$ cat config.mk
export PLATFORM = sky130hd
export DESIGN_NAME = jpeg_frame_splitter
export DESIGN_NICKNAME = d
export VERILOG_FILES = /design/src/rtl/jfs_pkg.sv /design/src/rtl/jfs_datapath.sv /design/src/rtl/jfs_ctrl.sv /design/src/rtl/jpeg_frame_splitter.sv
export SDC_FILE = /design/constraint.sdc
export NUM_CORES = 1
export LEC_CHECK = 0
export ABC_AREA = 1
export BUFFER_PORTS_ARGS = -buffer_cell sky130_fd_sc_hd__buf_2
export CAP_MARGIN = 20
export CORE_ASPECT_RATIO = 0.8
export CORE_MARGIN = 1
export CORE_UTILIZATION = 60
export CTS_BUF_LIST = sky130_fd_sc_hd__clkbuf_8
export CTS_CLUSTER_DIAMETER = 60
export CTS_CLUSTER_SIZE = 20
export DETAILED_ROUTE_END_ITERATION = 8
export PLACE_DENSITY = 0.81
export SETUP_SLACK_MARGIN = 0.2
export SLEW_MARGIN = 20
export SYNTH_ARGS = -nofsm -noshare
export SYNTH_HDL_FRONTEND = slang
export SYNTH_SLANG_ARGS = --single-unit
export TNS_END_PERCENT = 5
$ cat constraint.sdc
create_clock -name clk -period 6.3 [get_ports clk]
set_input_delay 0.945 -clock clk [delete_from_list [all_inputs] [get_ports clk]]
set_output_delay 0.945 -clock clk [all_outputs]
set_load 0.03 [all_outputs]
$ cat src/rtl/jfs_pkg.sv
package jfs_pkg;

	localparam int LENGTH_BITS = 24;
	localparam int MAX_COMPONENTS = 3;

	localparam logic [7:0] MK_FILL = 8'hff;
	localparam logic [7:0] MK_SOI = 8'hd8;
	localparam logic [7:0] MK_EOI = 8'hd9;
	localparam logic [7:0] MK_SOS = 8'hda;
	localparam logic [7:0] MK_SOF0 = 8'hc0;
	localparam logic [7:0] MK_RST_LO = 8'hd0;
	localparam logic [7:0] MK_RST_HI = 8'hd7;

	typedef enum logic [1:0] {
		HS_SEARCH = 2'd0,
		HS_IN_SOF = 2'd1,
		HS_VALID = 2'd2,
		HS_DONE = 2'd3
	} jfs_hdr_t;

	// controller to datapath, one set per accepted word
	typedef struct packed {
		logic flush;
		logic step;
		logic start;
		logic count;
		logic sos_mark;
		logic other_mark;
		logic len_hi;
		logic len_lo;
		logic payload;
		logic sof_cap;
		logic end_seg;
	} jfs_cmd_t;

	typedef struct packed {
		logic [7:0] x;
		logic [7:0] l1;
		logic [7:0] l2;
		logic len_small;
		logic seg_small;
	} jfs_stat_t;

	typedef struct packed {
		logic in_frame;
		logic start;
		logic fend;
		logic abort;
		logic lost;
	} jfs_flags_t;

endpackage

$ cat src/rtl/jfs_datapath.sv
module jfs_datapath (
	input  logic                              clk,
	input  logic                              arst_n,
	input  logic [7:0]                        in_byte,
	input  jfs_pkg::jfs_cmd_t                 cmd,
	output jfs_pkg::jfs_stat_t                stat,
	output logic [jfs_pkg::LENGTH_BITS-1:0]   count_d,
	output jfs_pkg::jfs_hdr_t                 hdr_d,
	output logic [15:0]                       width_d,
	output logic [15:0]                       height_d,
	output logic [2:0]                        format_d
);

	localparam logic [jfs_pkg::LENGTH_BITS-1:0] CNT_MAX = '1;

	logic [7:0] dly_q [3];
	logic [15:0] seg_q, seg_d;
	logic [jfs_pkg::LENGTH_BITS-1:0] cnt_q;
	jfs_pkg::jfs_hdr_t hs_q;
	logic [3:0] idx_q, idx_d;
	logic [1:0] cc_q, cc_d;
	logic [7:0] sf_q [jfs_pkg::MAX_COMPONENTS];
	logic [7:0] sf_d [jfs_pkg::MAX_COMPONENTS];
	logic [15:0] w_q, h_q;
	logic [2:0] f_q;
	logic [15:0] len_full;

	// ratio of luma to chroma sampling area, by compares instead of a divide
	function automatic logic [2:0] derive_fmt(input logic [1:0] cc, input logic [7:0] s0,
			input logic [7:0] s1);
		logic [7:0] a, b;
		logic [10:0] a_x, b1, b2, b3, b4, b5;
		logic [2:0] r;
		a = s0[7:4] * s0[3:0];
		b = s1[7:4] * s1[3:0];
		a_x = {3'd0, a};
		b1 = {3'd0, b};
		b2 = {2'd0, b, 1'b0};
		b3 = b1 + b2;
		b4 = {1'b0, b, 2'b0};
		b5 = b4 + b1;
		r = 3'd0;
		if (cc == 2'd1 || b == 8'd0) begin
			r = 3'd0;
		end else if (a_x >= b4 && a_x < b5 && s0[3:0] == 4'd2) begin
			r = 3'd1;
		end else if (a_x >= b4 && a_x < b5 && s0[3:0] == 4'd4) begin
			r = 3'd2;
		end else if (a_x >= b2 && a_x < b3) begin
			r = 3'd3;
		end else if (a_x >= b1 && a_x < b2) begin
			r = 3'd4;
		end
		return r;
	endfunction

	assign len_full = {seg_q[15:8], dly_q[0]};
	assign stat.x = dly_q[0];
	assign stat.l1 = dly_q[1];
	assign stat.l2 = dly_q[2];
	assign stat.len_small = len_full <= 16'd2;
	assign stat.seg_small = seg_q <= 16'd1;

	always_comb begin
		logic done;
		logic [3:0] last_idx;
		done = 1'b0;
		last_idx = 4'(5 + 3 * cc_q);
		hdr_d = hs_q;
		idx_d = idx_q;
		cc_d = cc_q;
		sf_d = sf_q;
		width_d = w_q;
		height_d = h_q;
		format_d = f_q;
		seg_d = seg_q;
		count_d = cnt_q;
		if (cmd.step) begin
			if (cmd.start) begin
				count_d = {{(jfs_pkg::LENGTH_BITS-1){1'b0}}, 1'b1};
				hdr_d = jfs_pkg::HS_SEARCH;
				idx_d = 4'd0;
				seg_d = 16'd0;
			end else if (cmd.count && cnt_q != CNT_MAX) begin
				count_d = cnt_q + 1'b1;
			end
			if (cmd.sos_mark && hs_q == jfs_pkg::HS_SEARCH) begin
				hdr_d = jfs_pkg::HS_DONE;
			end
			if (cmd.other_mark && dly_q[0] == jfs_pkg::MK_SOF0 && hs_q == jfs_pkg::HS_SEARCH) begin
				hdr_d = jfs_pkg::HS_IN_SOF;
				idx_d = 4'd0;
			end
			if (cmd.len_hi) begin
				seg_d = {dly_q[0], 8'd0};
			end
			if (cmd.len_lo) begin
				seg_d = (len_full >= 16'd2) ? len_full - 16'd2 : 16'd0;
			end
			if (cmd.payload) begin
				if (seg_q != 16'd0) begin
					seg_d = seg_q - 16'd1;
				end
				if (cmd.sof_cap && hs_q == jfs_pkg::HS_IN_SOF) begin
					unique case (idx_q)
						4'd1: height_d[15:8] = dly_q[0];
						4'd2: height_d[7:0] = dly_q[0];
						4'd3: width_d[15:8] = dly_q[0];
						4'd4: width_d[7:0] = dly_q[0];
						4'd5: begin
							if (dly_q[0] != 8'd1 && dly_q[0] != 8'd3) begin
								hdr_d = jfs_pkg::HS_DONE;
								done = 1'b1;
							end else begin
								cc_d = dly_q[0][1:0];
							end
						end
						4'd7: sf_d[0] = dly_q[0];
						4'd10: sf_d[1] = dly_q[0];
						4'd13: sf_d[2] = dly_q[0];
						default: ;
					endcase
					if (!done) begin
						if (idx_q >= 4'd6 && idx_q == last_idx) begin
							format_d = derive_fmt(cc_d, sf_d[0], sf_d[1]);
							hdr_d = jfs_pkg::HS_VALID;
						end else begin
							idx_d = idx_q + 4'd1;
						end
					end
				end
			end
			if (cmd.end_seg && hdr_d == jfs_pkg::HS_IN_SOF) begin
				hdr_d = jfs_pkg::HS_DONE;
			end
		end
	end

	always_ff @(posedge clk or negedge arst_n) begin
		if (!arst_n) begin
			dly_q <= '{default: 8'd0};
			seg_q <= 16'd0;
			cnt_q <= '0;
			hs_q <= jfs_pkg::HS_SEARCH;
			idx_q <= 4'd0;
			cc_q <= 2'd0;
			sf_q <= '{default: 8'd0};
			w_q <= 16'd0;
			h_q <= 16'd0;
			f_q <= 3'd0;
		end else if (cmd.flush) begin
			dly_q <= '{default: 8'd0};
			seg_q <= 16'd0;
			cnt_q <= '0;
			hs_q <= jfs_pkg::HS_SEARCH;
			idx_q <= 4'd0;
			cc_q <= 2'd0;
			sf_q <= '{default: 8'd0};
		end else if (cmd.step) begin
			dly_q <= '{dly_q[1], dly_q[2], in_byte};
			seg_q <= seg_d;
			cnt_q <= count_d;
			hs_q <= hdr_d;
			idx_q <= idx_d;
			cc_q <= cc_d;
			sf_q <= sf_d;
			w_q <= width_d;
			h_q <= height_d;
			f_q <= format_d;
		end
	end

endmodule

$ cat src/rtl/jfs_ctrl.sv
module jfs_ctrl (
	input  logic                 clk,
	input  logic                 arst_n,
	input  logic                 step,
	input  logic                 flush,
	input  jfs_pkg::jfs_stat_t   stat,
	output jfs_pkg::jfs_cmd_t    cmd,
	output jfs_pkg::jfs_flags_t  flags
);

	typedef enum logic [3:0] {
		PH_HUNT,
		PH_SOI2,
		PH_MARK,
		PH_MCODE,
		PH_LEN_HI,
		PH_LEN_LO,
		PH_PAYLOAD,
		PH_SOS_LEN_HI,
		PH_SOS_LEN_LO,
		PH_SOS_PAYLOAD,
		PH_ENTROPY,
		PH_STUFF
	} phase_t;

	phase_t state_q, ph, nxt;
	logic resync_q, resync_d;

	always_comb begin
		cmd = '0;
		flags = '0;
		cmd.step = step;
		cmd.flush = flush;
		resync_d = resync_q;
		ph = state_q;
		// SOI seen where a marker may stand
		if ((state_q == PH_MARK || state_q == PH_MCODE || state_q == PH_ENTROPY) &&
				stat.x == jfs_pkg::MK_FILL && stat.l1 == jfs_pkg::MK_SOI) begin
			flags.abort = step;
			ph = PH_HUNT;
		end
		nxt = ph;
		if (ph == PH_HUNT) begin
			if (stat.x == jfs_pkg::MK_FILL && stat.l1 == jfs_pkg::MK_SOI &&
					stat.l2 == jfs_pkg::MK_FILL) begin
				flags.start = step;
				flags.in_frame = step;
				cmd.start = 1'b1;
				resync_d = 1'b0;
				nxt = PH_SOI2;
			end
		end else begin
			flags.in_frame = step;
			cmd.count = 1'b1;
			unique case (ph)
				PH_SOI2: nxt = PH_MARK;
				PH_MARK: begin
					if (stat.x == jfs_pkg::MK_FILL) begin
						nxt = PH_MCODE;
					end else if (!resync_q) begin
						flags.lost = step;
						resync_d = 1'b1;
					end
				end
				PH_MCODE: begin
					if (stat.x != jfs_pkg::MK_FILL) begin
						resync_d = 1'b0;
						if (stat.x == jfs_pkg::MK_EOI) begin
							flags.fend = step;
							nxt = PH_HUNT;
						end else if (stat.x >= jfs_pkg::MK_RST_LO &&
								stat.x <= jfs_pkg::MK_RST_HI) begin
							nxt = PH_ENTROPY;
						end else if (stat.x == jfs_pkg::MK_SOS) begin
							cmd.sos_mark = 1'b1;
							nxt = PH_SOS_LEN_HI;
						end else begin
							cmd.other_mark = 1'b1;
							nxt = PH_LEN_HI;
						end
					end
				end
				PH_LEN_HI: begin
					cmd.len_hi = 1'b1;
					nxt = PH_LEN_LO;
				end
				PH_SOS_LEN_HI: begin
					cmd.len_hi = 1'b1;
					nxt = PH_SOS_LEN_LO;
				end
				PH_LEN_LO: begin
					cmd.len_lo = 1'b1;
					cmd.end_seg = stat.len_small;
					nxt = stat.len_small ? PH_MARK : PH_PAYLOAD;
				end
				PH_SOS_LEN_LO: begin
					cmd.len_lo = 1'b1;
					cmd.end_seg = stat.len_small;
					nxt = stat.len_small ? PH_ENTROPY : PH_SOS_PAYLOAD;
				end
				PH_PAYLOAD: begin
					cmd.payload = 1'b1;
					cmd.sof_cap = 1'b1;
					cmd.end_seg = stat.seg_small;
					if (stat.seg_small) begin
						nxt = PH_MARK;
					end
				end
				PH_SOS_PAYLOAD: begin
					cmd.payload = 1'b1;
					cmd.end_seg = stat.seg_small;
					if (stat.seg_small) begin
						nxt = PH_ENTROPY;
					end
				end
				PH_ENTROPY: begin
					if (stat.x == jfs_pkg::MK_FILL) begin
						nxt = (stat.l1 == 8'd0) ? PH_STUFF : PH_MCODE;
					end
				end
				default: nxt = PH_ENTROPY;
			endcase
		end
	end

	always_ff @(posedge clk or negedge arst_n) begin
		if (!arst_n) begin
			state_q <= PH_HUNT;
			resync_q <= 1'b0;
		end else if (flush) begin
			state_q <= PH_HUNT;
			resync_q <= 1'b0;
		end else if (step) begin
			state_q <= nxt;
			resync_q <= resync_d;
		end
	end

	a_start_soi2: assert property (@(posedge clk) disable iff (!arst_n)
		flags.start |=> state_q == PH_SOI2)
		else $error("frame start did not move to soi2");
	a_flush_hunt: assert property (@(posedge clk) disable iff (!arst_n)
		flush |=> (state_q == PH_HUNT && !resync_q))
		else $error("flush left parse state");
	a_start_end: assert property (@(posedge clk) disable iff (!arst_n)
		!(flags.start && flags.fend))
		else $error("start and end on one word");
	a_lost_mark: assert property (@(posedge clk) disable iff (!arst_n)
		flags.lost |-> (state_q == PH_MARK && !resync_q))
		else $error("lost sync outside marker phase");

endmodule

$ cat src/rtl/jpeg_frame_splitter.sv
// JPEG frame splitter: takes one stream byte per word and returns one word per input word,
// carrying the byte from three data words earlier with frame start, end, abort and lost-sync
// flags, the frame length on the end word, and the SOF0 size and chroma format. The parse
// state machine and header capture advance once per accepted byte, the result is registered
// and offered the cycle after, and a new word is taken whenever the output register is
// empty or its word is being read in that cycle. A word with tuser set flushes the parser
// and returns all zeros.
module jpeg_frame_splitter (
	input  logic        clk,
	input  logic        arst_n,
	input  logic        s_tvalid,
	output logic        s_tready,
	input  logic [7:0]  s_tdata,  // data_byte
	input  logic        s_tuser,  // mode (flush)
	output logic        m_tvalid,
	input  logic        m_tready,
	output logic [71:0] m_tdata,  // byte_out, frame_length, header_valid, image_width,
	                              // image_height, chroma_format, zero fill
	output logic        m_tlast,  // frame_end
	output logic [3:0]  m_tuser   // in_frame, frame_start, frame_abort, lost_sync
);

	logic accept;
	jfs_pkg::jfs_cmd_t cmd;
	jfs_pkg::jfs_stat_t stat;
	jfs_pkg::jfs_flags_t flags;
	logic [jfs_pkg::LENGTH_BITS-1:0] count_d;
	jfs_pkg::jfs_hdr_t hdr_d;
	logic [15:0] width_d, height_d;
	logic [2:0] format_d;
	logic out_valid_q;
	logic [71:0] tdata_q;
	logic tlast_q;
	logic [3:0] tuser_q;
	logic [71:0] tdata_d;

	assign s_tready = !out_valid_q || m_tready;
	assign accept = s_tvalid && s_tready;

	jfs_ctrl u_ctrl (
		.clk    (clk),
		.arst_n (arst_n),
		.step   (accept && !s_tuser),
		.flush  (accept && s_tuser),
		.stat   (stat),
		.cmd    (cmd),
		.flags  (flags)
	);

	jfs_datapath u_dp (
		.clk      (clk),
		.arst_n   (arst_n),
		.in_byte  (s_tdata),
		.cmd      (cmd),
		.stat     (stat),
		.count_d  (count_d),
		.hdr_d    (hdr_d),
		.width_d  (width_d),
		.height_d (height_d),
		.format_d (format_d)
	);

	always_comb begin
		tdata_d = '0;
		if (!s_tuser) begin
			tdata_d[7:0] = stat.x;
			tdata_d[31:8] = flags.fend ? count_d : '0;
			if (flags.in_frame) begin
				tdata_d[32] = hdr_d == jfs_pkg::HS_VALID;
				tdata_d[48:33] = width_d;
				tdata_d[64:49] = height_d;
				tdata_d[67:65] = format_d;
			end
		end
	end

	always_ff @(posedge clk or negedge arst_n) begin
		if (!arst_n) begin
			out_valid_q <= 1'b0;
		end else if (accept) begin
			out_valid_q <= 1'b1;
		end else if (m_tready) begin
			out_valid_q <= 1'b0;
		end
	end

	always_ff @(posedge clk) begin
		if (accept) begin
			tdata_q <= tdata_d;
			tlast_q <= flags.fend;
			tuser_q <= {flags.lost, flags.abort, flags.start, flags.in_frame};
		end
	end

	assign m_tvalid = out_valid_q;
	assign m_tdata = tdata_q;
	assign m_tlast = tlast_q;
	assign m_tuser = tuser_q;

endmodule

==> qor.txt, run 1 <==
pre-CTS WS: 0.3031 ns
post-route worst setup slack: 0.6389 ns
initial antenna violation count: 0
yosys warns: 0
Leak Pwr: 0.006289 uW
Cell Area, Synth: 12440 um2
Synth Flop Type: dfrtp_1
period utilisation layout: 89.86%
CP Launch Type: register
Routed WL per cell: 16.16 um
ys async rst share: 63.86%
post-route ant nets: 0
Worst-Margin Slew: 1.048 ns
CTS Buffer Depth: 3
final setup fails: 0
crit path capture type: register
CP Max Fanout: 10
Initial DRC Count: 1221
Max rail drop VDD: 0.0001745 V
# rows: 46
First-pass DRT Iterations: 7
status: finished, final reports clean
PwrDens: 185.6 nW/um2
vias in the first global route: 9904
Hold Path Class: in2async
CP Data Required Time: 6.58 ns
achievable frequency: 176.6 MHz
PortBufs: 87
# clock sinks: 202
I/O pin count: 92
vias: 10870
top-count cell post-synth: nand2_1
setup TNS: 0 ns
Slew HR: 29.64%
Reg2Reg Depth: 27
Setup crit start: u_dp.idx_q[1]
Ant. Diodes: 0
vias per std cell: 5.755
GRT Residual Overflow: 0
Max Cap Viol: 0
Worst-path clk slew: 0.12 ns
DRC viols: 0
ranking of synthesized cells by area: dfrtp_1, edfxtp_1, nand2_1
post-synthesis sequential area ratio: 43.56%
core area: 20090 um2
Setup CP Type: reg2reg
initial core utilization: 61.95%
top post-synthesis cells by count: nand2_1, inv_1, nor2_1
post-synth top area cell: dfrtp_1
layout cells sized above 1: 11.82%
CTS Hold Bufs: 0
worst-skew pair later-pin latency: 0.54 ns
Syn-to-layout area delta: 8.857%
number of CTS-inserted buffers: 16
#FFs+latches synth: 202
Avg Cell Area, Syn: 8.118 um2
Final Critical Period: 5.661 ns
first-pass GRT wire length: 49.69 mm
Final Skew: 0.04070 ns
Post-Syn Instances: 1533
Yosys cell types: 52
Die Height: 130.8 um
Worst EP arrival: 5.95 ns
post-synth top area share: 25.94%
DP Wirelength: 22.38 mm
unrepaired setup endpoints after global routing: no
Placer Congestion: 0.9210
# nets final: 1718
clock root cell: clkbuf_8
Slew Viols, Final: 0
gr usage total: 29.36%
Post-synth EDFFs: 73
H-tree depth: 1
TritonCTS clock tree: yes
DRT Wirelength: 30.53 mm
Layout Utilization: 67.44%
largest net degree at the start of global routing: 71
Hold Vio Cnt, Final: 0
die width: 163.0 um
die area: 21320 um2
Worst R2R Start: u_dp.idx_q[1]
-- cell families (layout without fill, tap and decap cells) --
| kind of cell | count (synthesis) | after routing | synth area share, % |
|---|---|---|---|
| AND/OR/NAND/NOR | 677 | 677 | 23.88 |
| buffers and inverters | 267 | 356 | 8.476 |
| AO/OA/AOI/OAI | 259 | 259 | 11.80 |
| flip-flops | 202 | 202 | 43.56 |
| adder cells (fa/ha/maj) | 90 | 90 | 9.652 |
| XOR/XNOR | 37 | 37 | 2.604 |
| other | 1 | 4 | 0.03013 |
-- flip-flops by register name, indices dropped and copies added (netlist names) --
name             flops
m_tvalid             1
u_ctrl.resync_q      1
u_dp.cc_q            2
u_dp.idx_q           4
u_dp.h_q            16
u_dp.seg_q          16
m_tdata             68
u_dp.f_q             3
u_dp.hs_q            2
u_dp.stat           24
u_ctrl.state_q       4
u_dp.w_q            16
u_dp.cnt_q          24
m_tuser              4
m_tlast              1
u_dp.sf_q           16
-- final timing paths --
path / to / slack (ns)
min in group clk: u_dp.f_q[0] / 0.49
max in group asynchronous: u_dp.sf_q[11] / 4.48
setup / recovery: m_tdata[67] / 0.64
hold reg to reg: u_dp.f_q[0] / 0.49
setup reg to reg: m_tdata[67] / 0.64
hold / removal: u_dp.cnt_q[13] / 0.48
-- cells in the final DEF, fill, tap and decap left out, types with 3 or more instances in the layout --
cell	Yosys	routed
a211oi_1	3	3
a21oi_1	47	46
a31oi_1	5	5
and2_1	9	9
buf_2	14	86
buf_4	9	19
clkbuf_8	0	17
conb_1	1	4
dfrtp_1	129	128
edfxtp_1	73	73
fa_1	10	8
ha_1	80	78
inv_1	210	214
inv_2	11	11
nand2_1	314	313
nand2_2	10	11
nand3_1	72	71
nand3_2	5	5
nand3b_1	3	3
nand4_1	32	32
nor2_1	180	179
nor2_2	9	10
nor3_1	18	18
nor3_2	3	3
nor4_1	9	9
o2111ai_1	6	6
o211ai_1	8	8
o21ai_0	116	111
o21ai_1	22	27
o21ai_2	4	4
o21bai_1	5	5
o221ai_1	5	5
o22ai_1	31	31
or2_1	3	3
or2_2	3	3
xnor2_1	12	12
xor2_1	25	24
-- metal layers --
layer	GRT usage [%]	wire [um]
met1	43.98	14430
met4	7.477	597
met2	45.13	12950
met3	3.851	2546
met5	0	0
-- metrics by stage --
step                      hold WS, ns  cells  total power [uW]  area [um2]
after global routing           0.5316   1889              2598       13550
after global placement         0.4608   1860              1736       13140
final                          0.4837   1889              2514       13550
after floorplan                0.4435   1536              1642       12460
after detailed placement       0.4743   1860              1742       13140
after CTS                      0.4968   1888              2518       13490
-- area by class of cell --
type                            count  area, um2
Sequential cell                   202       5421
Fill cell                        1662       6540
Clock inverter                     11      116.4
Inverter                          223      842.1
Timing Repair Buffer              105      573.1
Clock buffer                       17      234.0
Tap cell                          264      330.3
Multi-Input combinational cell   1067       6030
-- power breakdown --
part | internal [uW] | switching, uW | total [uW]
sequential | 1400 | 23.2 | 1430
combinational | 63.0 | 228 | 291
clock | 317 | 478 | 796
-- what timing repair did --
item | 4_1_cts | 5_1_grt
gates resized for setup | 0 | 18
buffers inserted | 0 | 1
endpoints found under the setup margin | 0 | 6
-- critical path, cell delays in order (launching register included) --
cell and delay (ns):
dfrtp_1 0.53, ha_4 0.21, nand3_4 0.12, buf_4 0.20
o21ai_0 0.22, nand2_1 0.11, fa_1 0.51, inv_1 0.06
fa_2 0.50, fa_2 0.68, ha_1 0.32, nand2_1 0.08
nand2_1 0.07, a31oi_1 0.17, xor2_1 0.18, ha_1 0.26
a21oi_1 0.16, nor2_1 0.06, a211oi_1 0.16, o21ai_0 0.14
a21oi_1 0.15, nor2_1 0.06, nor2_1 0.12, inv_1 0.05
nand2_1 0.07, nor2_1 0.05, nor2_1 0.11, nor2_1 0.05
Note: power is estimated with default switching activity, not from simulation.
==> inputs of run 2 (changes only) <==
--- a/config.mk
+++ b/config.mk
@@ -15,8 +15,10 @@
 export CTS_CLUSTER_DIAMETER = 60
 export CTS_CLUSTER_SIZE = 20
 export DETAILED_ROUTE_END_ITERATION = 8
+export GPL_TIMING_DRIVEN = 0
 export PLACE_DENSITY = 0.81
 export SETUP_SLACK_MARGIN = 0.2
+export SKIP_CTS_REPAIR_TIMING = 1
 export SLEW_MARGIN = 20
 export SYNTH_ARGS = -nofsm -noshare
 export SYNTH_HDL_FRONTEND = slang
==> run 2 against run 1 <==
  * Sequential power about the same
  * First-iteration DRC count increased by 13%
  * Clock power decreased by 14%
  * Wire length increased by 4.3%
  * Via count increased by 1.6%
  * Flip-flop and latch count unchanged
  * Final area increased by 1.5%
  * Register-to-register slack got worse by 0.13 ns
  * Count of clock-buffer cells in the layout decreased by 2
  * Global-route usage increased by 0.83 points
  * Cell count increased by 1.7%
  * Utilization increased by 0.98 points
  * Critical endpoint unchanged
==> qor.txt, run 2 (synthesized netlist as in run 1, its figures left out) <==
I/O pin count: 92 (unchanged)
initial antenna violation count: 0 (unchanged)
Register Area: 5423 um2 (about the same)
worst-skew pair later-pin latency: 0.52 ns (-0.02 ns)
status: finished, final reports clean
Routed WL per cell: 16.56 um (+2.5%)
multi-input logic area: 6090 um2 (+1.0%)
vias: 11040 (+1.6%)
PortBufs: 87 (unchanged)
die area: 21320 um2 (unchanged)
clock root cell: clkbuf_8
Worst-Margin Slew: 0.7190 ns (-0.3294 ns)
Reg2Reg Depth: 25 (-7.4%)
vias in the first global route: 10000 (+0.99%)
Final Critical Period: 5.792 ns (+0.1313 ns)
R2R setup slack: 0.51 ns (-0.13 ns)
achievable frequency: 172.6 MHz (-2.3%)
Hold Path Class: in2async
DRC viols: 0 (unchanged)
commonest non-fill, non-tap cells in the layout: nand2_1, inv_1, nor2_1, dfrtp_1, o21ai_0
Tot Pwr: 2423 uW (-3.6%)
layout cells sized above 1: 12.97% (+1.2 points)
gr usage total: 30.19% (+0.83 points)
CP max-delay cell: fa_1
PwrDens: 176.3 nW/um2 (-5.0%)
Worst-path clk slew: 0.12 ns (about the same)
period utilisation layout: 91.94% (+2.1 points)
TritonCTS clock tree: yes
CP Launch Type: register
vias per std cell: 5.745 (-0.18%)
commonest non-fill, non-tap cell in the layout: nand2_1
DRT Wirelength: 31.84 mm (+4.3%)
post-route ant nets: 0 (unchanged)
GRT Residual Overflow: 0 (unchanged)
R2R Path End: m_tdata[67]
core area: 20090 um2 (unchanged)
number of flip-flops in the largest register: 68 (unchanged)
Worst EP arrival: 6.08 ns (+0.13 ns)
# clock sinks: 202 (unchanged)
Placer Congestion: 0.9635 (+4.6%)
Hold Vio Cnt, Final: 0 (unchanged)
Slew HR: 52.07% (+22 points)
Ant. Diodes: 0 (unchanged)
Final Skew: 0.02183 ns (-0.01887 ns)
# rows: 46 (unchanged)
number of CTS-inserted buffers: 14 (-2)
post-placement cell count: 1889 (+1.6%)
critical path's top delay family: adder cells
initial core utilization: 61.95% (unchanged)
first-pass GRT wire length: 51.14 mm (+2.9%)
unrepaired setup endpoints after global routing: no
Initial DRC Count: 1379 (+13%)
final std cells w/o fill: 1922 (+1.7%)
CP Data Required Time: 6.59 ns (about the same)
die width: 163.0 um (unchanged)
largest net degree at the start of global routing: 84 (+18%)
Crit path top cell by count: nor2_1
Setup CP Type: reg2reg
final setup fails: 0 (unchanged)
Worst R2R Start: u_dp.idx_q[0]
CP max stage delay: 0.56 ns (-0.12 ns)
CP Max Fanout: 10 (unchanged)
Syn-to-layout area delta: 10.45%
# nets final: 1753 (+2.0%)
DP Wirelength: 23.69 mm (+5.8%)
final-layout fill cell count: 1630 (-1.9%)
First-pass DRT Iterations: 5 (-2)
Layout Utilization: 68.43% (+0.98 points)
CTS Buffer Depth: 3 (unchanged)
crit path capture type: register
H-tree depth: 1 (unchanged)
Max rail drop VDD: 0.0001677 V (-3.9%)
CP bufs+invs: 4 (+1)
Max Cap Viol: 0 (unchanged)
Die Height: 130.8 um (unchanged)
Slew Viols, Final: 0 (unchanged)
Leak Pwr: 0.006361 uW (+1.2%)
run 2: cell count changes in the layout (fill, tap and decap cells not counted), moves of 2 or more:
| cell | delta |
|---|---|
| clkbuf_1 | +16 |
| buf_2 | +14 |
| clkinvlp_4 | +2 |
| o21ai_2 | +3 |
| ha_4 | +2 |
| clkbuf_8 | -2 |
| inv_4 | -2 |
| inv_2 | +2 |
| o21ai_0 | -3 |
run 2: cell type report:
class	instances	share of cell area, %
multi-input combinational	1067	44.31
sequential	202	39.45
inverter	223	6.117
timing repair buffer	98	4.078
tap	264	2.403
buffer	44	1.666
clock buffer	15	1.502
clock inverter	9	0.4734
run 2: metal layers:
metal | part of all wire, % | vias up | global-route usage [%]
met4 | 1.7 | 0 | 5.113
met2 | 44 | 526 | 47.28
li1 | - | 5274 | -
met5 | 0 | - | 0
met1 | 46 | 5191 | 45.40
met3 | 8.3 | 50 | 4.072
run 2: where the power goes:
group	switching [uW]	leakage, uW	internal [uW]	total, uW
combinational	246	0.00369	71.0	317
clock	415	0.000158	266	681
sequential	21.2	0.00251	1400	1420
run 2: how the worst max path moves through the flow:
stage | cells after the start | start | end
global placement | 31 | u_dp.idx_q[0] | m_tdata[67]
finish | 25 | u_dp.idx_q[0] | m_tdata[67]
global route | 33 | u_dp.idx_q[0] | m_tdata[67]
floorplan | 31 | u_dp.idx_q[0] | m_tdata[67]
CTS | 31 | u_dp.idx_q[0] | m_tdata[67]
detailed placement | 31 | u_dp.idx_q[0] | m_tdata[67]
run 2: worst register-to-register path, stage by stage, from the launching register on:
cell and delay (ns):
dfrtp_1 0.41, buf_4 0.14, ha_1 0.24, nand2_2 0.16, buf_2 0.21, o21ai_0 0.47, inv_1 0.13, nand2_1 0.12
fa_1 0.47, fa_1 0.56, fa_1 0.48, o21ai_0 0.32, xor2_2 0.37, ha_1 0.33, nand2_1 0.08, nor2_1 0.04
a211oi_1 0.16, o21ai_1 0.12, a21oi_1 0.15, nor2_1 0.07, nor2_1 0.14, inv_1 0.06, nand2_1 0.07, nor2_1 0.08
nor2_1 0.14, nor2_1 0.06
run 2: metrics by stage:
step / hold slack [ns] / setup TNS [ns] / area, um2 / setup slack (ns)
finish: 0.3034 / 0 / 13740 / 0.5076
detailed placement: 0.4665 / -1.164 / 13280 / -0.3558
global route: 0.3246 / 0 / 13740 / 0.1376
CTS: 0.3166 / -1.408 / 13550 / -0.3726
floorplan: 0.4435 / 0 / 12460 / 0.6877
global placement: 0.4581 / -0.3887 / 13220 / -0.1829
